## config.mk

```make
export PLATFORM = sky130hd
export DESIGN_NAME = form_field_url_decoder
export DESIGN_NICKNAME = d
export VERILOG_FILES = /design/src/rtl/core/ffud_pkg.sv /design/src/rtl/core/form_field_url_decoder.sv
export SDC_FILE = /design/constraint.sdc
export NUM_CORES = 1
export LEC_CHECK = 0
export BUFFER_PORTS_ARGS = -buffer_cell sky130_fd_sc_hd__buf_4
export CAP_MARGIN = 5
export CORE_MARGIN = 2
export CORE_UTILIZATION = 50
export DETAILED_ROUTE_END_ITERATION = 10
export PLACE_DENSITY = 0.74
export SLEW_MARGIN = 15
export SYNTH_ARGS = -nofsm -noshare
export SYNTH_HDL_FRONTEND = slang
export SYNTH_SLANG_ARGS = --single-unit
```

## constraint.sdc

```tcl
create_clock -name clk -period 10.9 [get_ports clk]
set_clock_uncertainty 0.1 [all_clocks]
set_input_delay 1.635 -clock clk [delete_from_list [all_inputs] [get_ports clk]]
set_output_delay 1.635 -clock clk [all_outputs]
set_load 0.1 [all_outputs]
```

## src/rtl/core/ffud_pkg.sv

```systemverilog
// Shared types and character constants for the form field URL decoder.
package ffud_pkg;

  typedef enum logic [1:0] {
    PCT_NONE   = 2'd0,
    PCT_FIRST  = 2'd1,
    PCT_SECOND = 2'd2
  } pct_t;

  typedef struct packed {
    logic [7:0] out_byte;
    logic       has_byte;
    logic       in_value_part;
    logic       ends_pair;
    logic       ends_string;
    logic       run_last;
  } res_t;

  localparam logic [7:0] CH_EQUAL    = 8'h3D;
  localparam logic [7:0] CH_PLUS     = 8'h2B;
  localparam logic [7:0] CH_PERCENT  = 8'h25;
  localparam logic [7:0] CH_QUESTION = 8'h3F;
  localparam logic [7:0] CH_SPACE    = 8'h20;

  localparam logic [7:0] DELIM_RESET = 8'h26;

  localparam logic CFG_DELIM = 1'b0;
  localparam logic CFG_STRIP = 1'b1;

  localparam int QDEPTH = 4;

  // {is_hex, nibble}
  function automatic logic [4:0] hex_decode(input logic [7:0] c);
    logic [7:0] t;
    begin
      t = 8'd0;
      if (c >= 8'h30 && c <= 8'h39) begin
        t = c - 8'h30;
        hex_decode = {1'b1, t[3:0]};
      end else if (c >= 8'h61 && c <= 8'h66) begin
        t = c - 8'h57;
        hex_decode = {1'b1, t[3:0]};
      end else if (c >= 8'h41 && c <= 8'h46) begin
        t = c - 8'h37;
        hex_decode = {1'b1, t[3:0]};
      end else begin
        hex_decode = 5'd0;
      end
    end
  endfunction

endpackage

```

## src/rtl/core/form_field_url_decoder.sv

```systemverilog
// Form field URL decoder: splits an encoded query or cookie string into name and value bytes.
// Accepts one input byte per cycle while in_stall is low; its results (zero, one or two) are
// written into a four-entry result queue. The output port delivers one result per cycle
// while out_stall is low, so a run of bytes that each give two results is paced by the
// output; in_stall rises while more than two results are queued. A string with no results
// still ends with one end-of-string result.
module form_field_url_decoder (
  input  logic       clk,
  input  logic       rst,
  input  logic       cfg_write,
  input  logic       cfg_index,
  input  logic [7:0] cfg_data,
  input  logic       in_valid,
  output logic       in_stall,
  input  logic [7:0] in_byte,
  input  logic       is_final,
  output logic       out_valid,
  input  logic       out_stall,
  output logic [7:0] out_byte,
  output logic       has_byte,
  output logic       in_value_part,
  output logic       ends_pair,
  output logic       ends_string,
  output logic       run_last
);

  // configuration
  logic [7:0] pair_delimiter;
  logic       strip_space;

  // parse state
  logic             token_open, token_open_next;
  logic             value_phase, value_phase_next;
  ffud_pkg::pct_t   pct, pct_next;
  logic [7:0]       acc, acc_next;
  logic             first_ok, first_ok_next;
  logic             after_delim, after_delim_next;

  // state after the byte itself, before end-of-string handling
  logic             body_tok, body_val, body_fok;
  ffud_pkg::pct_t   body_pct;
  logic [7:0]       body_acc;

  ffud_pkg::res_t   q [ffud_pkg::QDEPTH];
  ffud_pkg::res_t   q_next [ffud_pkg::QDEPTH];
  logic [2:0]       count, count_next;

  ffud_pkg::res_t   r0, r1;
  logic [1:0]       n_res;

  logic       in_acc, out_acc;
  logic       is_strip, is_delim;
  logic [4:0] hd;
  logic [2:0] base;

  assign in_acc   = in_valid && !in_stall;
  assign out_acc  = out_valid && !out_stall;
  assign in_stall = (count > 3'd2);
  assign out_valid = (count != 3'd0);

  assign is_strip = strip_space && after_delim && (in_byte == ffud_pkg::CH_SPACE);
  assign is_delim = !is_strip && (in_byte == pair_delimiter);
  assign hd       = ffud_pkg::hex_decode(in_byte);

  always_ff @(posedge clk) begin
    if (rst) begin
      pair_delimiter <= ffud_pkg::DELIM_RESET;
      strip_space    <= 1'b0;
    end else if (cfg_write) begin
      case (cfg_index)
        ffud_pkg::CFG_DELIM: pair_delimiter <= cfg_data;
        ffud_pkg::CFG_STRIP: strip_space    <= cfg_data[0];
        default: ;
      endcase
    end
  end

  // next state
  always_comb begin
    body_tok = token_open;
    body_val = value_phase;
    body_pct = pct;
    body_acc = acc;
    body_fok = first_ok;
    after_delim_next = after_delim;
    if (is_strip) begin
      after_delim_next = 1'b0;
    end else if (is_delim) begin
      after_delim_next = 1'b1;
      if (token_open) begin
        body_tok = 1'b0;
        body_val = 1'b0;
        body_pct = ffud_pkg::PCT_NONE;
        body_acc = 8'd0;
        body_fok = 1'b0;
      end
    end else begin
      after_delim_next = 1'b0;
      if (!token_open) begin
        body_tok = 1'b1;
        body_val = 1'b0;
      end
      case (pct)
        ffud_pkg::PCT_FIRST: begin
          body_fok = hd[4];
          body_acc = hd[4] ? {4'd0, hd[3:0]} : 8'd0;
          body_pct = ffud_pkg::PCT_SECOND;
        end
        ffud_pkg::PCT_SECOND: begin
          body_pct = ffud_pkg::PCT_NONE;
          body_acc = 8'd0;
          body_fok = 1'b0;
        end
        default: begin
          if (!value_phase) begin
            if (in_byte == ffud_pkg::CH_EQUAL) body_val = 1'b1;
          end else if (in_byte == ffud_pkg::CH_PERCENT) begin
            body_pct = ffud_pkg::PCT_FIRST;
          end
        end
      endcase
    end

    if (is_final) begin
      token_open_next  = 1'b0;
      value_phase_next = 1'b0;
      pct_next         = ffud_pkg::PCT_NONE;
      acc_next         = 8'd0;
      first_ok_next    = 1'b0;
      after_delim_next = 1'b0;
    end else begin
      token_open_next  = body_tok;
      value_phase_next = body_val;
      pct_next         = body_pct;
      acc_next         = body_acc;
      first_ok_next    = body_fok;
    end
  end

  // results of the current byte
  always_comb begin
    ffud_pkg::res_t rs [2];
    ffud_pkg::res_t t;
    logic [1:0] n;
    logic [7:0] v;
    rs[0] = '0;
    rs[1] = '0;
    n = 2'd0;
    t = '0;
    v = 8'd0;

    if (is_strip) begin
      n = 2'd0;
    end else if (is_delim) begin
      if (token_open) begin
        if (pct != ffud_pkg::PCT_NONE) begin
          t = '0;
          t.out_byte = (pct == ffud_pkg::PCT_SECOND && first_ok) ? acc : ffud_pkg::CH_QUESTION;
          t.has_byte = 1'b1;
          t.in_value_part = 1'b1;
          rs[n[0]] = t;
          n = n + 2'd1;
        end
        t = '0;
        t.in_value_part = value_phase;
        t.ends_pair = 1'b1;
        rs[n[0]] = t;
        n = n + 2'd1;
      end
    end else begin
      case (pct)
        ffud_pkg::PCT_FIRST: n = 2'd0;
        ffud_pkg::PCT_SECOND: begin
          if (!first_ok) v = ffud_pkg::CH_QUESTION;
          else if (hd[4]) v = {acc[3:0], hd[3:0]};
          else v = acc;
          t = '0;
          t.out_byte = v;
          t.has_byte = 1'b1;
          t.in_value_part = 1'b1;
          rs[0] = t;
          n = 2'd1;
        end
        default: begin
          t = '0;
          t.has_byte = 1'b1;
          t.in_value_part = value_phase;
          t.out_byte = in_byte;
          if (!value_phase) begin
            if (in_byte != ffud_pkg::CH_EQUAL) begin
              rs[0] = t;
              n = 2'd1;
            end
          end else if (in_byte == ffud_pkg::CH_PLUS) begin
            t.out_byte = ffud_pkg::CH_SPACE;
            rs[0] = t;
            n = 2'd1;
          end else if (in_byte != ffud_pkg::CH_PERCENT) begin
            rs[0] = t;
            n = 2'd1;
          end
        end
      endcase
    end

    if (is_final) begin
      if (body_tok) begin
        if (body_pct != ffud_pkg::PCT_NONE) begin
          t = '0;
          t.out_byte = (body_pct == ffud_pkg::PCT_SECOND && body_fok) ? body_acc
                                                                      : ffud_pkg::CH_QUESTION;
          t.has_byte = 1'b1;
          t.in_value_part = 1'b1;
          rs[n[0]] = t;
          n = n + 2'd1;
        end
        t = '0;
        t.in_value_part = body_val;
        t.ends_pair = 1'b1;
        t.ends_string = 1'b1;
        rs[n[0]] = t;
        n = n + 2'd1;
      end else if (n != 2'd0) begin
        rs[n[0] ^ 1'b1].ends_string = 1'b1;
      end else begin
        t = '0;
        t.ends_string = 1'b1;
        rs[0] = t;
        n = 2'd1;
      end
    end

    if (n != 2'd0) rs[n[0] ^ 1'b1].run_last = 1'b1;
    // two results: n wraps index parity, so the last one is rs[1]
    if (n == 2'd2) rs[1].run_last = 1'b1;

    r0 = rs[0];
    r1 = rs[1];
    n_res = n;
  end

  // result queue, head at entry 0
  assign base = count - {2'd0, out_acc};

  always_comb begin
    for (int i = 0; i < ffud_pkg::QDEPTH; i++) begin
      if (out_acc && i < ffud_pkg::QDEPTH - 1) q_next[i] = q[(i + 1) % ffud_pkg::QDEPTH];
      else q_next[i] = q[i];
      if (in_acc && n_res != 2'd0 && base == 3'(i)) q_next[i] = r0;
      if (in_acc && n_res == 2'd2 && (base + 3'd1) == 3'(i)) q_next[i] = r1;
    end
    count_next = base + ((in_acc) ? {1'b0, n_res} : 3'd0);
  end

  always_ff @(posedge clk) begin
    for (int i = 0; i < ffud_pkg::QDEPTH; i++) begin
      q[i] <= q_next[i];
    end
  end

  always_ff @(posedge clk) begin
    if (rst) begin
      count       <= 3'd0;
      token_open  <= 1'b0;
      value_phase <= 1'b0;
      pct         <= ffud_pkg::PCT_NONE;
      acc         <= 8'd0;
      first_ok    <= 1'b0;
      after_delim <= 1'b0;
    end else begin
      count <= count_next;
      if (in_acc) begin
        token_open  <= token_open_next;
        value_phase <= value_phase_next;
        pct         <= pct_next;
        acc         <= acc_next;
        first_ok    <= first_ok_next;
        after_delim <= after_delim_next;
      end
    end
  end

  assign out_byte      = q[0].out_byte;
  assign has_byte      = q[0].has_byte;
  assign in_value_part = q[0].in_value_part;
  assign ends_pair     = q[0].ends_pair;
  assign ends_string   = q[0].ends_string;
  assign run_last      = q[0].run_last;

  a_count_bound: assert property (@(posedge clk) disable iff (rst)
    count <= 3'(ffud_pkg::QDEPTH))
    else $error("result queue overflow");

  a_final_clears: assert property (@(posedge clk) disable iff (rst)
    (in_acc && is_final) |=> (!token_open && pct == ffud_pkg::PCT_NONE && !after_delim))
    else $error("parse state not cleared after final byte");

  a_escape_in_value: assert property (@(posedge clk) disable iff (rst)
    (pct != ffud_pkg::PCT_NONE) |-> (token_open && value_phase))
    else $error("escape pending outside a value");

  a_empty_byte_zero: assert property (@(posedge clk) disable iff (rst)
    out_valid |-> (has_byte || out_byte == 8'd0))
    else $error("byte present on a result without data");

  a_string_end_last: assert property (@(posedge clk) disable iff (rst)
    (out_valid && ends_string) |-> run_last)
    else $error("end of string not on last result of its item");

endmodule
```

==> summary.md, run 1 <==
| Metric | Value |
|---|---|
| Status | `complete, no violations` |
| Syn Area/Cell | `8.96 sq um` |
| CTS sink count | `78` |
| P_sw | `610 uW` |
| Ys Warns | `0` |
| Startpoint types | `input pin` |
| Post-route ant nets | `0` |
| Initial antenna violation count | `0` |
| Starting density of the core | `51.3%` |
| Slowest stage delay, CP | `960 ps` |
| Clock latency on the worst-skew pair | `350 ps` |
| Final setup fails | `0` |
| Switch share | `45.9%` |
| Critical-path cell list | `buf_4 -> nor3b_2 -> nand3_1 -> a31oi_1 -> a211oi_2 -> inv_2 -> ha_1 -> o211ai_1 -> a32oi_2 -> nand2_2 -> nor4_2 -> a21oi_1 -> o21ai_0 -> buf_4` |
| Clk pwr share | `17.1%` |
| Die area | `0.0109 sq mm` |
| Final Hold Violating Endpoints | `0` |
| P&R area growth vs syn | `10.6%` |
| Internal | `720 uW` |
| Min-Delay Path Class | `reg2reg` |
| Antenna Cells | `0` |
| Deepest clock path buffer count | `2` |
| Synth Register Bits | `78` |
| Die W | `104 um` |
| Worst endpoint required time | `10,850 ps` |
| Top post-synthesis cells by area | `edfxtp_1, dfxtp_1, a21oi_1` |
| Critical path buffers and inverters | `3` |
| Postcts setup bufs | `0` |
| WL/cell | `18.6 um` |
| Layout Utilization | `56.8%` |
| Clk pin slew, worst setup/hold paths | `80 ps` |
| Synth cell count leaders | `a21oi_1, edfxtp_1, nand2_1` |
| Post-synth top flop | `edfxtp_1` |
| Pre-antenna DRT Iters | `6` |
| Max Clock Freq | `144 MHz` |
| CP endpoint kind | `register` |
| Worst setup margin | `3980 ps` |
| Number of cell rows | `36` |
| Seq pwr share | `36.6%` |
| Syn nets | `599` |
| # nets final | `616` |
| DRT iter0 DRCs | `295` |
| Count of input and output buffers | `37` |
| EDFF count, synth | `52` |
| PostCTS Resize Cnt | `0` |
| Maximum fanout along the worst path | `15` |
| Vias | `4,550` |
| Dpl ws | `3590 ps` |
| Max-slew violations | `0` |
| Yosys top cell area share | `31.1%` |
| Yosys top cell by area | `edfxtp_1` |
| Slew @ Worst Pin | `1130 ps` |
| Clock Tree Root | `clkbuf_8` |
| Post-synthesis cell type count | `71` |
| Most used cell, CP | `buf_4` |
| Crit path max-delay family | `simple AND/OR/NAND/NOR gates` |
| Vias in the first global route | `4,232` |
| Max_slew headroom | `23.8%` |
| Combinational power share | `46.4%` |
| Detailed placement HPWL | `9750 um` |
| Setup total negative slack | `0 ps` |
| Largest net degree at the start of global routing | `38` |
| Sequential-to-total area share from yosys stat | `41.5%` |
| Fraction of final layout cells sized beyond drive strength 1 | `13.6%` |
| Leakage | `1.94 nW` |
| Period utilisation layout | `63.5%` |
| Num CTS Buffers | `9` |
| Worst vdd ir | `0.000162 V` |
| Final min period | `6920 ps` |
| GP Congestion | `0.969` |
| DRC | `0` |
| Most common cell in the netlist | `a21oi_1` |
| H-tree lvl count | `3` |
| DRT Wirelength | `13,300 um` |
| CTS tree | `built` |
| Ys async rst share | `0%` |
| Hold-fix buffer count after cts | `0` |
| Pwr/cell area | `240 mW/mm^2` |
| Global Route Usage Sum | `24.5%` |
| Max_cap viols | `0` |
| RSZ-0062 raised after global routing | `no` |
| Arr. time, crit path | `6880 ps` |
| Grt total ovfl | `0` |
| Height of the die | `104 um` |
| Synthesized area | `0.00502 sq mm` |
| Setup CP Type | `in2reg` |
| CP max stage cell | `nor4_2` |
| Top Ports | `38` |
| First-pass GRT wire length | `21,500 um` |
| Core region area | `0.00977 sq mm` |
| Vias per inst | `6.36` |
| Post-Synthesis Cells | `560` |
[placed cells by master (no fill, tap or decap), drive strengths merged, types with 4 or more instances in the layout]
master / Yosys / final
nand2b: 5 / 5
nand3b: 4 / 4
nor2b: 7 / 7
nor3: 14 / 14
nand2: 50 / 50
o21ai: 42 / 42
a31oi: 15 / 15
clkbuf: 16 / 9
or2: 4 / 4
nand4: 9 / 9
edfxtp: 52 / 52
xnor2: 11 / 11
and2: 10 / 10
buf: 18 / 40
or3: 4 / 4
dfxtp: 26 / 26
a22oi: 16 / 16
o21a: 5 / 5
o211ai: 4 / 4
o22ai: 4 / 4
o311ai: 4 / 4
nor2: 42 / 42
ha: 15 / 15
nand3: 21 / 21
a21oi: 63 / 63
a211oi: 22 / 22
mux2i: 6 / 6
inv: 21 / 23
[final timing paths]
path	start	cells past startpoint	slack, ps	end
worst min-delay path	pair_delimiter[3]	2	370	pair_delimiter[3]
worst max register to register	pair_delimiter[1]	14	5170	q[1][8]
worst max-delay path	in_byte[6]	14	3980	q[1][8]
worst min register to register	pair_delimiter[3]	2	370	pair_delimiter[3]
[metrics by stage]
stage,area [sq um],cells,hold slack [ps],power (mW)
after global routing,5550,715,398,1.40
after global placement,5330,699,365,1.08
after floorplan,5020,560,332,0.971
after detailed placement,5330,699,363,1.10
final,5550,715,371,1.33
after CTS,5530,715,373,1.33
[worst reg2reg max path, delay by kind of cell (launching register included)]
family,cells,cell delay (ps)
AND/OR/NAND/NOR,4,1930
adder cells (fa/ha/maj),1,300
flip-flops,1,410
AO/OA/AOI/OAI,6,2060
XOR/XNOR,1,150
buffers and inverters,2,460
[cell type report]
cell class	instances	area [sq um]
Clock buffer	9	124
Clock inverter	7	81.3
Fill cell	874	4230
Inverter	22	82.6
Multi-Input combinational cell	426	2710
Sequential cell	78	2080
Tap cell	133	166
Timing Repair Buffer	40	300
[kinds of logic after synthesis]
| kind of cell | Yosys count | share of synthesized area (%) |
|---|---|---|
| DFF | 78 | 41.5 |
| xor gates and xnor gates | 11 | 1.92 |
| muxes | 9 | 1.87 |
| adders and majority gates | 16 | 4.14 |
| and+or+nand+nor | 189 | 19.8 |
| buffers and inverters | 56 | 4.81 |
| AOI/OAI and AO/OA | 201 | 25.9 |
[power by group through the flow]
stage          registers (mW)  logic [mW]  clock network (mW)
2_1_floorplan           0.675       0.296                   0
3_5_place_dp            0.493       0.607                   0
4_1_cts                 0.487       0.608               0.230
5_1_grt                 0.496       0.659               0.244
3_3_place_gp            0.490       0.591                   0
6_report                0.486       0.616               0.227
[flip-flops by register name, indices dropped and copies added, names as in the netlist]
| signal | count |
|---|---|
| token_open | 1 |
| q | 52 |
| acc | 8 |
| count | 3 |
| pct | 2 |
| first_ok | 1 |
| value_phase | 1 |
| strip_space | 1 |
| after_delim | 1 |
| pair_delimiter | 8 |
[metal layers]
layer,GRT usage (%),routed length [um],vias to the layer above
li1,-,-,2149
met1,29.8,5330,2137
met2,44.9,6800,232
met3,3.38,847,32
met4,7.34,332,0
met5,0,0,-
Note: power is estimated with default switching activity, not from simulation.
==> run 2, diff against run 1 <==
clock period = 7.25 ns   (was 10.9 ns; I/O delays follow)
==> run 2 against run 1 <==
Worst hold slack better by 2.6 ps. Sequential power grew 50%. Non-clock buffer count is 5 higher. Die area unchanged.
==> summary.md, run 2 (synthesis gave the netlist of run 1 again) <==
| Metric | Value |
|---|---|
| Deepest clock path buffer count | `2 (unchanged)` |
| Worst endpoint required time | `7160 ps (was 10,850 ps)` |
| Max_slew headroom | `29.5% (was 23.8%)` |
| Final Hold Violating Endpoints | `0 (unchanged)` |
| # nets final | `621 (was 616)` |
| Max_cap viols | `0 (unchanged)` |
| Design area | `0.00555 sq mm (about the same)` |
| Initial antenna violation count | `0 (unchanged)` |
| Count of input and output buffers | `37 (unchanged)` |
| Period utilisation layout | `80.6%` |
| Arr. time, crit path | `5750 ps (was 6880 ps)` |
| Setup CP Type | `in2reg (unchanged)` |
| Flop-to-flop setup slack | `2080 ps (was 5170 ps)` |
| Vias per inst | `6.27 (was 6.36)` |
| Leakage | `1.96 nW (was 1.94 nW)` |
| Top Ports | `38 (unchanged)` |
| DRC | `0 (unchanged)` |
| Worst vdd ir | `0.000254 V (was 0.000162 V)` |
| WL/cell | `17.8 um (was 18.6 um)` |
| Antenna Cells | `0 (unchanged)` |
| Max-slew violations | `0 (unchanged)` |
| Detailed placement HPWL | `9600 um (was 9750 um)` |
| Largest register by flop count | `q (unchanged)` |
| Setup total negative slack | `0 ps (unchanged)` |
| Vias in the first global route | `4,283 (was 4,232)` |
| Critical-path cell list | `buf_4 -> inv_1 -> ha_1 -> and4b_1 -> and3_1 -> nor4b_4 -> a31oi_1 -> buf_4 -> a211oi_2 -> inv_2 -> ha_1 -> o211ai_1 -> a32oi_2 -> nand2_2 -> nor3_2 -> and2_1 -> a21o_1 (was buf_4 -> nor3b_2 -> nand3_1 -> a31oi_1 -> a211oi_2 -> inv_2 -> ha_1 -> o211ai_1 -> a32oi_2 -> nand2_2 -> nor4_2 -> a21oi_1 -> o21ai_0 -> buf_4)` |
| P&R area growth vs syn | `10.6% (about the same)` |
| RSZ-0062 raised after global routing | `no (unchanged)` |
| CP endpoint kind | `register (unchanged)` |
| Pwr/cell area | `353 mW/mm^2 (was 240 mW/mm^2)` |
| Clock Tree Root | `clkbuf_8 (unchanged)` |
| GP Congestion | `0.919 (was 0.969)` |
| Max Clock Freq | `171 MHz` |
| CTS sink count | `78 (unchanged)` |
| Most common cell after layout, fill and taps aside | `a21oi_1 (unchanged)` |
| Regs by FF count | `q (52), acc (8), pair_delimiter (8) (unchanged)` |
| CP max stage cell | `and2_1 (was nor4_2)` |
| # placed instances | `704 (was 699)` |
| Clk pin slew, worst setup/hold paths | `90 ps (was 80 ps)` |
| Fraction of final layout cells sized beyond drive strength 1 | `14.3% (was 13.6%)` |
| PostCTS Resize Cnt | `0 (unchanged)` |
| Number of flip-flops in the largest register | `52 (unchanged)` |
| Die area | `0.0109 sq mm (unchanged)` |
| H-tree lvl count | `3 (unchanged)` |
| Min-Delay Path Class | `reg2reg (unchanged)` |
| Layout Utilization | `56.8% (about the same)` |
| DRT iter0 DRCs | `298 (was 295)` |
| Cell Area, Placed | `0.00536 sq mm (was 0.00533 sq mm)` |
| Pre-antenna DRT Iters | `5 (was 6)` |
| Final min period | `5840 ps` |
| Starting density of the core | `51.3% (unchanged)` |
| Startpoint types | `input pin (unchanged)` |
| Vias | `4,515 (was 4,550)` |
| Post-route ant nets | `0 (unchanged)` |
| Postcts setup bufs | `0 (unchanged)` |
| Commonest non-fill, non-tap cells in the layout | `a21oi_1, edfxtp_1, nand2_1 (unchanged)` |
| Die W | `104 um (unchanged)` |
| Largest net degree at the start of global routing | `28 (was 38)` |
| Hold-fix buffer count after cts | `0 (unchanged)` |
| Slowest stage delay, CP | `480 ps (was 960 ps)` |
| Grt total ovfl | `0 (unchanged)` |
| Non-filler instance count after layout | `720 (was 715)` |
| Number of cell rows | `36 (unchanged)` |
| Slew @ Worst Pin | `1050 ps (was 1130 ps)` |
| Critical path buffers and inverters | `4 (was 3)` |
| Num CTS Buffers | `9 (unchanged)` |
| Final setup fails | `0 (unchanged)` |
| Maximum fanout along the worst path | `15 (unchanged)` |
| Height of the die | `104 um (unchanged)` |
| CTS tree | `built (unchanged)` |
| Global Route Usage Sum | `23.8% (was 24.5%)` |
| Crit path max-delay family | `simple AND/OR/NAND/NOR gates (unchanged)` |
| Clock latency on the worst-skew pair | `360 ps (was 350 ps)` |
| Core region area | `0.00977 sq mm (unchanged)` |
| First-pass GRT wire length | `21,000 um (was 21,500 um)` |
| DRT Wirelength | `12,800 um (was 13,300 um)` |
| Status | `complete, no violations (unchanged)` |
run 2: changes by cell type in the layout (fill, tap and decap cells not counted):
cell        change
bufinv_16       -1
nor4_2          +1
clkinvlp_4      -2
nor4b_2         +1
nor4b_4         -1
buf_4           +5
nor4_4          -1
inv_6           +3
run 2: area by class of cell:
cell class	count	area (sq um)
clock buffers	9	124
clock inverters	7	62.6
fillers	884	4230
inverters	22	82.6
multi-input cells	426	2690
flip-flops and latches	78	2080
well taps	133	166
repair buffers	45	338
run 2: worst min-delay path, delay by kind of cell (launching register included):
kind               cells  cell delay [ps]
AOI/OAI and AO/OA      1               50
DFF                    1              330
and+or+nand+nor        1               50
run 2: report_power, final:
| part | leakage [nW] | switching [mW] | internal, mW |
|---|---|---|---|
| combinational | 1.17 | 0.686 | 0.230 |
| clock | 0.0931 | 0.182 | 0.132 |
| sequential | 0.698 | 0.0402 | 0.689 |
run 2: metal layers:
metal  wire (um)  vias to the layer above  GRT usage (%)
li1            -                     2160              -
met1        5240                     2115           28.0
met2        6410                      203           43.0
met3         807                       37           4.57
met4         364                        0           8.88
met5           0                        -              0
run 2: final timing paths:
path,startpoint,end,depth (start not counted)
setup reg to reg,pair_delimiter[3],q[3][5],13
setup / recovery,in_byte[0],q[3][5],17
hold / removal,pair_delimiter[3],pair_delimiter[3],2
hold reg to reg,pair_delimiter[3],pair_delimiter[3],2
run 2: through the flow:
stage / hold slack [ps] / setup slack (ps) / total power, mW
after global placement: 365 / 1280 / 1.63
after floorplan: 332 / 1830 / 1.46
after global routing: 405 / 972 / 2.06
after CTS: 379 / 1460 / 1.96
after detailed placement: 367 / 1100 / 1.65
final: 374 / 1410 / 1.96
==> run 3, diff against run 2 <==
clock period = 5.5 ns   (was 7.25 ns; I/O delays follow)
==> run 3 against run 2 <==
Core utilization grew 0.54 points. Worst hold slack worse by 1.0 ps. Combinational power is 33% higher. Final cell count grew 0.97%. Clock power increased by 31%. First-iteration DRC count shrank 18%. Die area unchanged. Via count is 0.20% lower. Critical path type unchanged. Critical endpoint is now q[3][9].
==> summary.md, run 3 (synthesis gave the netlist of run 1 again) <==
| Metric | Value |
|---|---|
| Antenna Cells | `0 (unchanged)` |
| CTS tree | `built (unchanged)` |
| Worst setup margin | `622 ps (was 1410 ps)` |
| Crit path max-delay family | `compound AO/OA/AOI/OAI gates (was simple AND/OR/NAND/NOR gates)` |
| Period utilisation layout | `88.7%` |
| DRT iter0 DRCs | `243 (was 298)` |
| Number of flip-flops in the largest register | `52 (unchanged)` |
| Critical path buffers and inverters | `3 (was 4)` |
| Clock Tree Root | `clkbuf_8 (unchanged)` |
| CP max stage cell | `ha_1 (was and2_1)` |
| Vias per inst | `6.20 (was 6.27)` |
| Pre-antenna DRT Iters | `5 (unchanged)` |
| CTS sink count | `78 (unchanged)` |
| Final Hold Violating Endpoints | `0 (unchanged)` |
| Deepest clock path buffer count | `2 (unchanged)` |
| Initial antenna violation count | `0 (unchanged)` |
| PostCTS Resize Cnt | `0 (unchanged)` |
| Startpoint types | `input pin (unchanged)` |
| Post-route ant nets | `0 (unchanged)` |
| Max Clock Freq | `205 MHz` |
| First-pass GRT wire length | `21,900 um (was 21,000 um)` |
| Min-Delay Path Class | `reg2reg (unchanged)` |
| Clock latency on the worst-skew pair | `350 ps (was 360 ps)` |
| Most used cell, CP | `ha_1` |
| Hold-fix buffer count after cts | `0 (unchanged)` |
| WL/cell | `17.9 um (was 17.8 um)` |
| Final min period | `4880 ps` |
| Leakage | `2.00 nW (was 1.96 nW)` |
| Largest net degree at the start of global routing | `32 (was 28)` |
| Clk pin slew, worst setup/hold paths | `80 ps (was 90 ps)` |
| Vias | `4,506 (was 4,515)` |
| Slew @ Worst Pin | `761 ps (was 1050 ps)` |
| Slowest stage delay, CP | `460 ps (was 480 ps)` |
| Core region area | `0.00977 sq mm (unchanged)` |
| H-tree lvl count | `3 (unchanged)` |
| Fraction of final layout cells sized beyond drive strength 1 | `15.3% (was 14.3%)` |
| Arr. time, crit path | `4780 ps (was 5750 ps)` |
| Regs by FF count | `q (52), acc (8), pair_delimiter (8) (unchanged)` |
| Worst vdd ir | `0.000287 V (was 0.000254 V)` |
| Commonest non-fill, non-tap cells in the layout | `a21oi_1, buf_4, edfxtp_1 (was a21oi_1, edfxtp_1, nand2_1)` |
| RSZ-0062 raised after global routing | `no (unchanged)` |
| Number of cell rows | `36 (unchanged)` |
| Vias in the first global route | `4,427 (was 4,283)` |
| Starting density of the core | `51.3% (unchanged)` |
| Top Ports | `38 (unchanged)` |
| # nets final | `628 (was 621)` |
| CP endpoint kind | `register (unchanged)` |
| Dpl ws | `308 ps (was 1100 ps)` |
| Status | `complete, no violations (unchanged)` |
| Setup total negative slack | `0 ps (unchanged)` |
| P&R area growth vs syn | `11.6% (was 10.6%)` |
| GP Congestion | `0.994 (was 0.919)` |
| DRT Wirelength | `13,000 um (was 12,800 um)` |
| Largest register by flop count | `q (unchanged)` |
| Postcts setup bufs | `0 (unchanged)` |
| Die area | `0.0109 sq mm (unchanged)` |
| DRC | `0 (unchanged)` |
| Final setup fails | `0 (unchanged)` |
| Max-slew violations | `0 (unchanged)` |
| Critical-path cell list | `buf_4 -> inv_1 -> ha_1 -> and4b_1 -> and3_1 -> nor4b_4 -> a31oi_1 -> a211oi_2 -> inv_2 -> ha_1 -> o211ai_1 -> a32oi_2 -> nand2_2 -> nor3_2 -> and2_1 -> a21o_1 (was buf_4 -> inv_1 -> ha_1 -> and4b_1 -> and3_1 -> nor4b_4 -> a31oi_1 -> buf_4 -> a211oi_2 -> inv_2 -> ha_1 -> o211ai_1 -> a32oi_2 -> nand2_2 -> nor3_2 -> and2_1 -> a21o_1)` |
| Max_slew headroom | `49.1% (was 29.5%)` |
| Num CTS Buffers | `9 (unchanged)` |
| Most common cell after layout, fill and taps aside | `a21oi_1 (unchanged)` |
| Die W | `104 um (unchanged)` |
| Pwr/cell area | `462 mW/mm^2 (was 353 mW/mm^2)` |
| # fillers | `847 (was 884)` |
| Count of input and output buffers | `37 (unchanged)` |
| Setup CP Type | `in2reg (unchanged)` |
| Maximum fanout along the worst path | `13 (was 15)` |
| Worst endpoint required time | `5400 ps (was 7160 ps)` |
| Detailed placement HPWL | `9690 um (was 9600 um)` |
| Height of the die | `104 um (unchanged)` |
| Grt total ovfl | `0 (unchanged)` |
| Global Route Usage Sum | `24.7% (was 23.8%)` |
| Max_cap viols | `0 (unchanged)` |
-- run 3: cell type report --
cell class / count / area, sq um / area share, %
Multi-Input combinational cell: 426 / 2690 / 48.1
Sequential cell: 78 / 2080 / 37.2
Timing Repair Buffer: 52 / 390 / 6.97
Tap cell: 133 / 166 / 2.97
Clock buffer: 9 / 124 / 2.21
Inverter: 22 / 82.6 / 1.47
Clock inverter: 7 / 62.6 / 1.12
-- run 3: routing by layer --
layer	global-route usage [%]	routed length, um	vias to the layer above
li1	-	-	2177
met1	29.8	5330	2120
met2	44.2	6650	178
met3	4.07	717	31
met4	9.17	337	0
met5	0	0	-
-- run 3: stage by stage --
stage	std cells	utilization [%]	hold WS (ps)	cell area, sq um	total power [mW]
after floorplan	560	-	332	5020	1.92
after global placement	711	55.4	364	5420	2.15
after detailed placement	711	55.4	359	5420	2.19
after CTS	727	57.3	371	5600	2.59
after global routing	727	57.3	405	5600	2.73
final	727	57.3	373	5600	2.59
-- run 3: worst paths after layout --
check | slack [ps] | cells after the start | end | from
hold reg to reg | 370 | 2 | pair_delimiter[7] | pair_delimiter[7]
setup reg to reg | 720 | 14 | q[3][9] | pct[1]
hold / removal | 370 | 2 | pair_delimiter[7] | pair_delimiter[7]
setup / recovery | 620 | 16 | q[3][9] | in_byte[0]
-- run 3: worst reg2reg max path: cells and delay by family (launching register included) --
kind | cells | cell delay, ps
buf+inv | 3 | 580
simple gates | 4 | 830
fa+ha+maj | 2 | 950
compound gates | 5 | 1530
flops | 1 | 420
-- run 3: report_power, final --
part | switching [mW] | internal, mW | total (mW)
registers | 0.0529 | 0.906 | 0.959
logic | 0.904 | 0.312 | 1.22
clock network | 0.237 | 0.174 | 0.411
total | 1.19 | 1.39 | 2.59
